## src/hw/rtl/salru_queue.sv

```systemverilog
// Short FIFO that decouples the classifying front from the update back.
// Standalone; payload width set by parameter.
module salru_queue #(
  parameter int WIDTH = 8,
  parameter int DEPTH = 2,
  localparam int AW = (DEPTH > 1) ? $clog2(DEPTH) : 1,
  localparam int CW = $clog2(DEPTH + 1)
) (
  input  logic             clk_i,
  input  logic             rst_ni,
  input  logic             push_i,
  input  logic [WIDTH-1:0] push_data_i,
  output logic             full_o,
  input  logic             pop_i,
  output logic             valid_o,
  output logic [WIDTH-1:0] data_o
);

  logic [WIDTH-1:0] buf_q [DEPTH];
  logic [AW-1:0]    wr_ptr_q, wr_ptr_d;
  logic [AW-1:0]    rd_ptr_q, rd_ptr_d;
  logic [CW-1:0]    cnt_q, cnt_d;
  logic             do_push, do_pop;

  assign full_o  = (cnt_q == CW'(DEPTH));
  assign valid_o = (cnt_q != '0);
  assign data_o  = buf_q[rd_ptr_q];
  assign do_push = push_i && !full_o;
  assign do_pop  = pop_i && valid_o;

  always_comb begin
    wr_ptr_d = wr_ptr_q;
    rd_ptr_d = rd_ptr_q;
    cnt_d    = cnt_q;
    if (do_push) begin
      wr_ptr_d = (wr_ptr_q == AW'(DEPTH - 1)) ? '0 : wr_ptr_q + 1'b1;
    end
    if (do_pop) begin
      rd_ptr_d = (rd_ptr_q == AW'(DEPTH - 1)) ? '0 : rd_ptr_q + 1'b1;
    end
    if (do_push && !do_pop) begin
      cnt_d = cnt_q + 1'b1;
    end else if (do_pop && !do_push) begin
      cnt_d = cnt_q - 1'b1;
    end
  end

  always_ff @(posedge clk_i or negedge rst_ni) begin
    if (!rst_ni) begin
      wr_ptr_q <= '0;
      rd_ptr_q <= '0;
      cnt_q    <= '0;
    end else begin
      wr_ptr_q <= wr_ptr_d;
      rd_ptr_q <= rd_ptr_d;
      cnt_q    <= cnt_d;
    end
  end

  always_ff @(posedge clk_i) begin
    if (do_push) begin
      buf_q[wr_ptr_q] <= push_data_i;
    end
  end

endmodule

```

## config.mk

```make
export PLATFORM = sky130hd
export DESIGN_NAME = salru_queue
export DESIGN_NICKNAME = d
export VERILOG_FILES = /design/src/hw/rtl/salru_queue.sv
export SDC_FILE = /design/constraint.sdc
export NUM_CORES = 1
export LEC_CHECK = 0
export BUFFER_PORTS_ARGS = -buffer_cell sky130_fd_sc_hd__buf_4
export CORE_AREA = 2 2 42 44
export CTS_CLUSTER_SIZE = 8
export DETAILED_ROUTE_END_ITERATION = 10
export DIE_AREA = 0 0 44 46
export HOLD_SLACK_MARGIN = 0.03
export PLACE_DENSITY = 0.79
export SETUP_SLACK_MARGIN = 0.1
export SYNTH_ARGS = -nofsm -noshare
export SYNTH_HDL_FRONTEND = slang
export SYNTH_SLANG_ARGS = --single-unit
```

## constraint.sdc

```tcl
create_clock -name clk_i -period 4 [get_ports clk_i]
set_input_delay 0.4 -clock clk_i [delete_from_list [all_inputs] [get_ports clk_i]]
set_output_delay 0.4 -clock clk_i [all_outputs]
set_load 0.02 [all_outputs]
```

==> metrics.txt, run 1 <==
#FFs+latches synth=20; FMAX=556 MHz; Setup Buffers After CTS=0; I/O Pins=22; post-route minimum period=1.80 ns; # Max-Cap Violations=0; Syn Std Cell Area=786 sq um; PostCTS Resize Cnt=0; proportion of layout cells with a drive suffix above 1=0.406; unrepaired setup endpoints after global routing=false; count of flip-flops with a built-in enable after synthesis=16; CTS max path bufs=2; Area Overhead vs Synth=28.0%; slowest CP cell=dfrtp_1; CP peak stage delay=0.58 ns; Post-Synthesis Cells=44; library cells used by synthesis=14; crit path kind=reg -> out; GRT Util Overall=0.130; Critical Path Start=rd_ptr_q; Ys Warns=0; largest cells by area after synthesis=edfxtp_1 (61%), dfrtp_1 (13%), mux2_1 (11%); fin crit share=0.450; final net count=83; core box area=1610 sq um; Die Footprint=2020 sq um; Num CTS Buffers=3; Vias/cell=4.93; global-route wire length before repair=1810 um; Yosys top cell by area=edfxtp_1; clock skew=0.00382 ns; final max-slew violation count=0; Die Wd=44 um; CP required=3.60 ns; Die Ht=46 um; via count of the first global-routing pass=416; PnR worst setup slack=2.20 ns; predominant post-synthesis flop cell=edfxtp_1; hold crit path type=in -> reg; relative slew slack=0.514; DRC violations left=0; area of the multi-input gates=193 sq um; Starting Density=0.487; kind of end point of the critical path=primary output; hold slack final=0.289 ns; Iteration-0 DRC Markers=8; CP arrival=1.40 ns; total power=726 uW; ant diodes=0; Power Density=722 nW/um^2; startpoint class of the critical path=flip-flop; 1st-pass router iterations=4; Clock Latency Late Sink=0.29 ns; Final Hold Viols=0; initial antenna violation count=0; vias post-DR=424; register area=581 sq um; Setup TNS Final=0 ns; pre-CTS setup slack=2.34 ns; pin count of the biggest net entering global routing=12; routed len/inst=13.8 um; leakage=0.000417 uW; root buffer cell=clkbuf_4; peak supply drop=0.000352 V; Critical R2R Launch=cnt_q[0]; CTS clock-pin slew for the worst setup and hold paths=0.11 ns; FP Rows=15; Mapped Nets=57; # hold bufs at CTS=1; IO buf count=21; Routed WL=1180 um; status=complete, no violations; CTS HTree Levels=1; worst-path cell chain=mux2_1, buf_4; critical path peak fanout=9; Mean Syn Cell Area=17.9 sq um; Final Setup Violations=0; GRT Residual Overflow=0; Commonest cells post-synth=edfxtp_1 (16), mux2_1 (8), dfrtp_1 (4); Synth top area share=0.611; Seq/Total Area, Yosys=0.739; Async SR Flop Fraction=0.200; most frequent cell after synthesis=edfxtp_1; antenna-violating nets left=0; CTS tree=built; GP Congestion=0.705; fill cell total of the finished layout=118; HP Start=push_data_i[4]; clock sinks=20; actual slew at the worst max-slew pin=0.727 ns
sequential cells by signal, summed over array words and instances (netlist names):
name,flops
buf_q,16
cnt_q,2
rd_ptr_q,1
wr_ptr_q,1
report_power, final:
| group | switching [uW] | internal [uW] | total, uW |
|---|---|---|---|
| sequential | 42.5 | 291 | 334 |
| combinational | 145 | 136 | 281 |
| clock | 56.2 | 55.4 | 112 |
| total | 243 | 483 | 726 |
worst paths after layout:
check                              endpoint  slack [ns]  cells past startpoint
worst max-delay path              data_o[1]        2.20                      2
worst min-delay path            buf_q[1][4]        0.29                      1
worst max register to register  buf_q[0][2]        2.35                      3
worst min register to register     wr_ptr_q        0.51                      1
max in group asynchronous          cnt_q[0]        3.48                      2
min in group asynchronous          rd_ptr_q        0.43                      2
kinds of logic after synthesis:
kind of cell  after synthesis  share of synthesized area
xor+xnor                    5                     0.0557
fa+ha+maj                   1                     0.0159
buf+inv                     3                     0.0159
flops                      20                      0.739
mux                         8                      0.115
simple gates                7                     0.0589
cells in the final DEF (no fill, tap or decap):
cell	Yosys	routed
nand2_2	1	1
nand2b_1	1	1
dlygate4sd3_1	0	1
xor2_1	2	2
clkbuf_4	0	3
clkbuf_8	0	1
and3_1	1	1
xnor2_1	3	3
edfxtp_1	16	16
nand2_4	1	1
dfrtp_1	4	4
mux2_1	8	8
or2_4	1	1
buf_4	0	21
inv_1	2	2
ha_1	1	1
nor2_1	2	2
per-stage QoR:
step | util | instance area (sq um) | cells
after floorplan | - | 786 | 44
after global placement | 0.595 | 960 | 81
after detailed placement | 0.595 | 960 | 81
after CTS | 0.623 | 1010 | 86
after global routing | 0.623 | 1010 | 86
final | 0.623 | 1010 | 86
layer usage:
metal  wire (um)  GRT usage  vias to the layer above  share of wire
met2         619      0.206                       14           0.52
met5           0          0                        -              0
met3          63     0.0317                        2          0.053
met1         484      0.165                      200           0.41
li1            -          -                      208              -
met4          15     0.0727                        0          0.013
layout make-up:
cell class	instances	area share
inverters	2	0.00746
repair buffers	22	0.167
clock buffers	4	0.0361
well taps	17	0.0211
multi-input cells	21	0.192
flip-flops and latches	20	0.577
worst max-delay path: cells and delay by family (launching register included):
family / cells / cell delay [ns]
flip-flops: 1 / 0.58
multiplexers: 1 / 0.37
buffers and inverters: 1 / 0.16
Note: power is estimated with default switching activity, not from simulation.
==> run 2, diff against run 1 <==
CORE_AREA = 2 2 44 46   (was 2 2 42 44)
DIE_AREA = 0 0 46 48   (was 0 0 44 46)
PLACE_DENSITY = 0.73   (was 0.79)
clock period = 1.7 ns   (was 4 ns; I/O delays follow)
==> run 2 against run 1 <==
- power increased by 140%
- largest cell class unchanged
- register-to-register slack got worse by 2.1 ns
- clock power increased by 130%
==> metrics.txt, run 2 (same netlist as run 1, synthesis figures left out) <==
status=complete, no violations; GRT Util Overall=0.128; via count of the first global-routing pass=436; Setup Buffers After CTS=0; CTS tree=built; HP Start=push_data_i[7]; # Max-Cap Violations=0; WHS Path Cells=1; hpwl dp=925 um; routed len/inst=13.7 um; CTS max path bufs=2; Routed WL=1200 um; CP bufs+invs=1; I/O Pins=22; Starting Density=0.465; root buffer cell=clkbuf_4; Critical Path Start=rd_ptr_q; CTS clock-pin slew for the worst setup and hold paths=0.11 ns; hold crit path type=in -> reg; PnR worst setup slack=0.218 ns; global-route wire length before repair=1870 um; slowest CP cell=dfrtp_2; clock skew=0.00593 ns; proportion of layout cells with a drive suffix above 1=0.437; global routing's busiest layer=met2; met2 usage=0.233; antenna-violating nets left=0; CP top delay family=flip-flops; GP Congestion=0.785; initial antenna violation count=0; Die Wd=46 um; actual slew at the worst max-slew pin=0.376 ns; Power Density=1700 nW/um^2; crit path kind=reg -> out; max reg flops=16; ant diodes=0; most common cell after layout, fill and taps aside=buf_4; fin crit share=0.872; WP depth=2; worst r2r dst=cnt_q[1]; CTS HTree Levels=1; Die Ht=48 um; final core utilization=0.605; startpoint class of the critical path=flip-flop; reg-to-reg slack, setup=0.24 ns; leakage=0.000426 uW; CP arrival=1.31 ns; final net count=85; hold path endpoint=buf_q[1][7]; GR Util met1=0.130; FP Rows=15; critical path peak fanout=9; FMAX=675 MHz; post-route minimum period=1.48 ns; Final Setup Violations=0; CP peak stage delay=0.50 ns; Setup TNS Final=0 ns; Critical R2R Launch=cnt_q[0]; core box area=1690 sq um; relative slew slack=0.749; placed instance count=83; 1st-pass router iterations=2; CP required=1.53 ns; IO buf count=21; pin count of the biggest net entering global routing=12; peak supply drop=0.000699 V; Largest Register=buf_q; fin cells=88; fill cell total of the finished layout=135; Iteration-0 DRC Markers=4; unrepaired setup endpoints after global routing=false; Area Overhead vs Synth=30.1%; Vias/cell=4.92; kind of end point of the critical path=primary output; top flop regs=buf_q (16), cnt_q (2); final max-slew violation count=0; clock sinks=20; Num CTS Buffers=3; Die Footprint=2210 sq um; DRC violations left=0; worst r2r path cells=7; worst-path cell chain=mux2_1, buf_4; most frequent cells in the layout=buf_4 (23), edfxtp_1 (16), mux2_1 (8); Clock Latency Late Sink=0.29 ns; vias post-DR=433; GR Util met3=0.0302; Final Hold Viols=0; hold slack final=0.0594 ns; GRT Residual Overflow=0; pre-CTS setup slack=0.264 ns
-- run 2: worst max path at each step --
| stage | end | slack, ns |
|---|---|---|
| 2_1_floorplan | buf_q[0][0] | 0.34 |
| 3_3_place_gp | cnt_q[1] | 0.31 |
| 3_5_place_dp | cnt_q[1] | 0.26 |
| 4_1_cts | data_o[1] | 0.19 |
| 5_1_grt | cnt_q[1] | 0.14 |
| 6_report | data_o[1] | 0.22 |
-- run 2: metrics by stage --
step / total power [uW] / area (sq um)
after floorplan: 1220 / 786
after global placement: 1470 / 975
after detailed placement: 1490 / 975
after CTS: 1760 / 1020
after global routing: 1850 / 1020
final: 1730 / 1020
-- run 2: power breakdown --
| group | total, uW | switching, uW | internal [uW] |
|---|---|---|---|
| clock network | 260 | 130 | 130 |
| logic | 690 | 350 | 340 |
| registers | 784 | 96.4 | 687 |
| total | 1730 | 576 | 1160 |
-- run 2: cell type report --
type / instances / area, sq um / share of cell area
multi-input combinational: 21 / 193 / 0.188
sequential: 20 / 582 / 0.569
timing repair buffer: 24 / 183 / 0.179
tap: 17 / 21.3 / 0.0208
inverter: 2 / 7.51 / 0.00734
clock buffer: 4 / 36.3 / 0.0355
-- run 2: what timing repair did --
item                                    in CTS  in global routing
endpoints found under the setup margin       5                  0
hold buffers                                 1                  0
endpoints found under the hold margin        4                  0
resized for setup                            1                  0
-- run 2: metal layers --
| metal | part of all wire | up-vias |
|---|---|---|
| met4 | 0.016 | 0 |
| met5 | 0 | - |
| met3 | 0.053 | 2 |
| met2 | 0.52 | 15 |
| li1 | - | 213 |
| met1 | 0.41 | 203 |
==> run 3, diff against run 2 <==
SETUP_SLACK_MARGIN = 0.4   (was 0.1)
==> run 3 against run 2 <==
- via count is 11% higher
- worst hold slack lost 0.0072 ns
- cell area up 18%
- combinational power is 78% higher
- non-clock buffer count increased by 9
- largest cell class unchanged
- flip-flop and latch count stayed put
==> metrics.txt, run 3 (same netlist as run 1, synthesis figures left out) <==
core box area=1690 sq um; routed len/inst=16.1 um; peak supply drop=0.000813 V; GP Congestion=0.780; Psw=742 uW; hold slack final=0.0521 ns; via count of the first global-routing pass=501; clock power share=0.100; Starting Density=0.465; share of power burned in registers=0.344; GRT Residual Overflow=0; clock skew=0.00601 ns; FP Rows=15; proportion of layout cells with a drive suffix above 1=0.688; clock sinks=20; relative slew slack=0.825; leakage=0.000520 uW; Setup crit end=data_o[2]; Vias/cell=4.96; status=complete, no violations; final max-slew violation count=0; Largest Register=buf_q; Die Wd=46 um; kind of end point of the critical path=primary output; Setup TNS Final=0 ns; Final Setup Violations=0; hold crit path type=in -> reg; reg-to-reg slack, setup=0.32 ns; PnR worst setup slack=0.228 ns; Die Footprint=2210 sq um; CTS clock-pin slew for the worst setup and hold paths=0.11 ns; crit path kind=reg -> out; final net count=94; Die Ht=48 um; fin crit share=0.866; final core utilization=0.716; Iteration-0 DRC Markers=12; CP required=1.53 ns; 1st-pass router iterations=2; CTS tree=built; IO buf count=21; Routed WL=1560 um; Power Density=1830 nW/um^2; critical path peak fanout=5; pin count of the biggest net entering global routing=12; antenna-violating nets left=0; Internal Pwr Total=1470 uW; # Max-Cap Violations=0; post-route minimum period=1.47 ns; Critical R2R Launch=cnt_q[1]; Clock Latency Late Sink=0.29 ns; sw frac=0.336; most frequent cells in the layout=buf_4 (18), edfxtp_1 (16), buf_6 (14); startpoint class of the critical path=flip-flop; DRC violations left=0; Final Hold Viols=0; ant diodes=0; actual slew at the worst max-slew pin=0.262 ns; Area Overhead vs Synth=53.8%; pre-CTS setup slack=0.203 ns; worst r2r path cells=8; top flop regs=buf_q (16), cnt_q (2); unrepaired setup endpoints after global routing=true; I/O Pins=22; CP arrival=1.30 ns; CTS max path bufs=2; GRT Util Overall=0.146; Critical Path Start=rd_ptr_q; FMAX=680 MHz; worst r2r dst=cnt_q[1]; hpwl dp=866 um; Comb power frac=0.556; global-route wire length before repair=2130 um; initial antenna violation count=0; most common cell after layout, fill and taps aside=buf_4; Num CTS Buffers=3; vias post-DR=481; CTS HTree Levels=1; root buffer cell=clkbuf_4; max reg flops=16
-- run 3: changes by cell type in the layout (fill, tap and decap cells not counted), moves of 2 or more --
cell / previous run / this run
inv_1: 2 / 0
mux2_4: 0 / 8
mux2_1: 8 / 0
buf_6: 0 / 14
nor2_1: 2 / 0
buf_4: 23 / 18
-- run 3: repair_timing --
action                                  CTS  global route
resized for setup                        31             5
hold buffers                              1             0
pin swaps                                 7             4
endpoints found under the hold margin     4             0
setup buffers                             7             4
endpoints found under the setup margin   28            11
-- run 3: metrics by stage --
stage / instance area [sq um] / total power [uW] / instances
after floorplan: 788 / 1220 / 44
after global placement: 962 / 1460 / 81
after detailed placement: 962 / 1480 / 81
after CTS: 1160 / 2080 / 93
after global routing: 1210 / 2330 / 97
final: 1210 / 2210 / 97
-- run 3: final cells by class --
cell class | instances | area, sq um
tap | 17 | 21.3
timing repair buffer | 33 | 303
fill | 114 | 480
clock buffer | 3 | 22.5
clock inverter | 1 | 3.75
inverter | 2 | 10.0
sequential | 20 | 582
multi-input combinational | 21 | 267
-- run 3: critical path: stages (launching register included) --
cell and delay [ns]:
dfrtp_2 0.43, buf_6 0.14, mux2_4 0.30, buf_6 0.13
-- run 3: how the worst min path moves through the flow --
stage                         startpoint          end  slack, ns  depth (start not counted)
after global placement            rst_ni     rd_ptr_q      -0.03                          1
after global routing      push_data_i[0]  buf_q[0][0]       0.04                          1
after detailed placement          rst_ni     rd_ptr_q      -0.03                          1
after floorplan                   rst_ni     cnt_q[0]      -0.13                          0
after CTS                 push_data_i[1]  buf_q[0][1]       0.05                          1
final                     push_data_i[3]  buf_q[0][3]       0.05                          1
-- run 3: routing by layer --
metal	track usage	routed length, um	vias to the layer above	share of wire
li1	-	-	228	-
met1	0.161	641	234	0.41
met2	0.253	836	15	0.54
met3	0.0226	49	4	0.031
met4	0.114	32	0	0.020
met5	0	0	-	0
-- run 3: power by group through the flow --
stage                     Clock (uW)  Sequential, uW  Combinational, uW
final                            221             760               1230
after global routing             248             771               1310
after CTS                        223             753               1110
after detailed placement           0             799                681
after global placement             0             791                666
after floorplan                    0             739                482
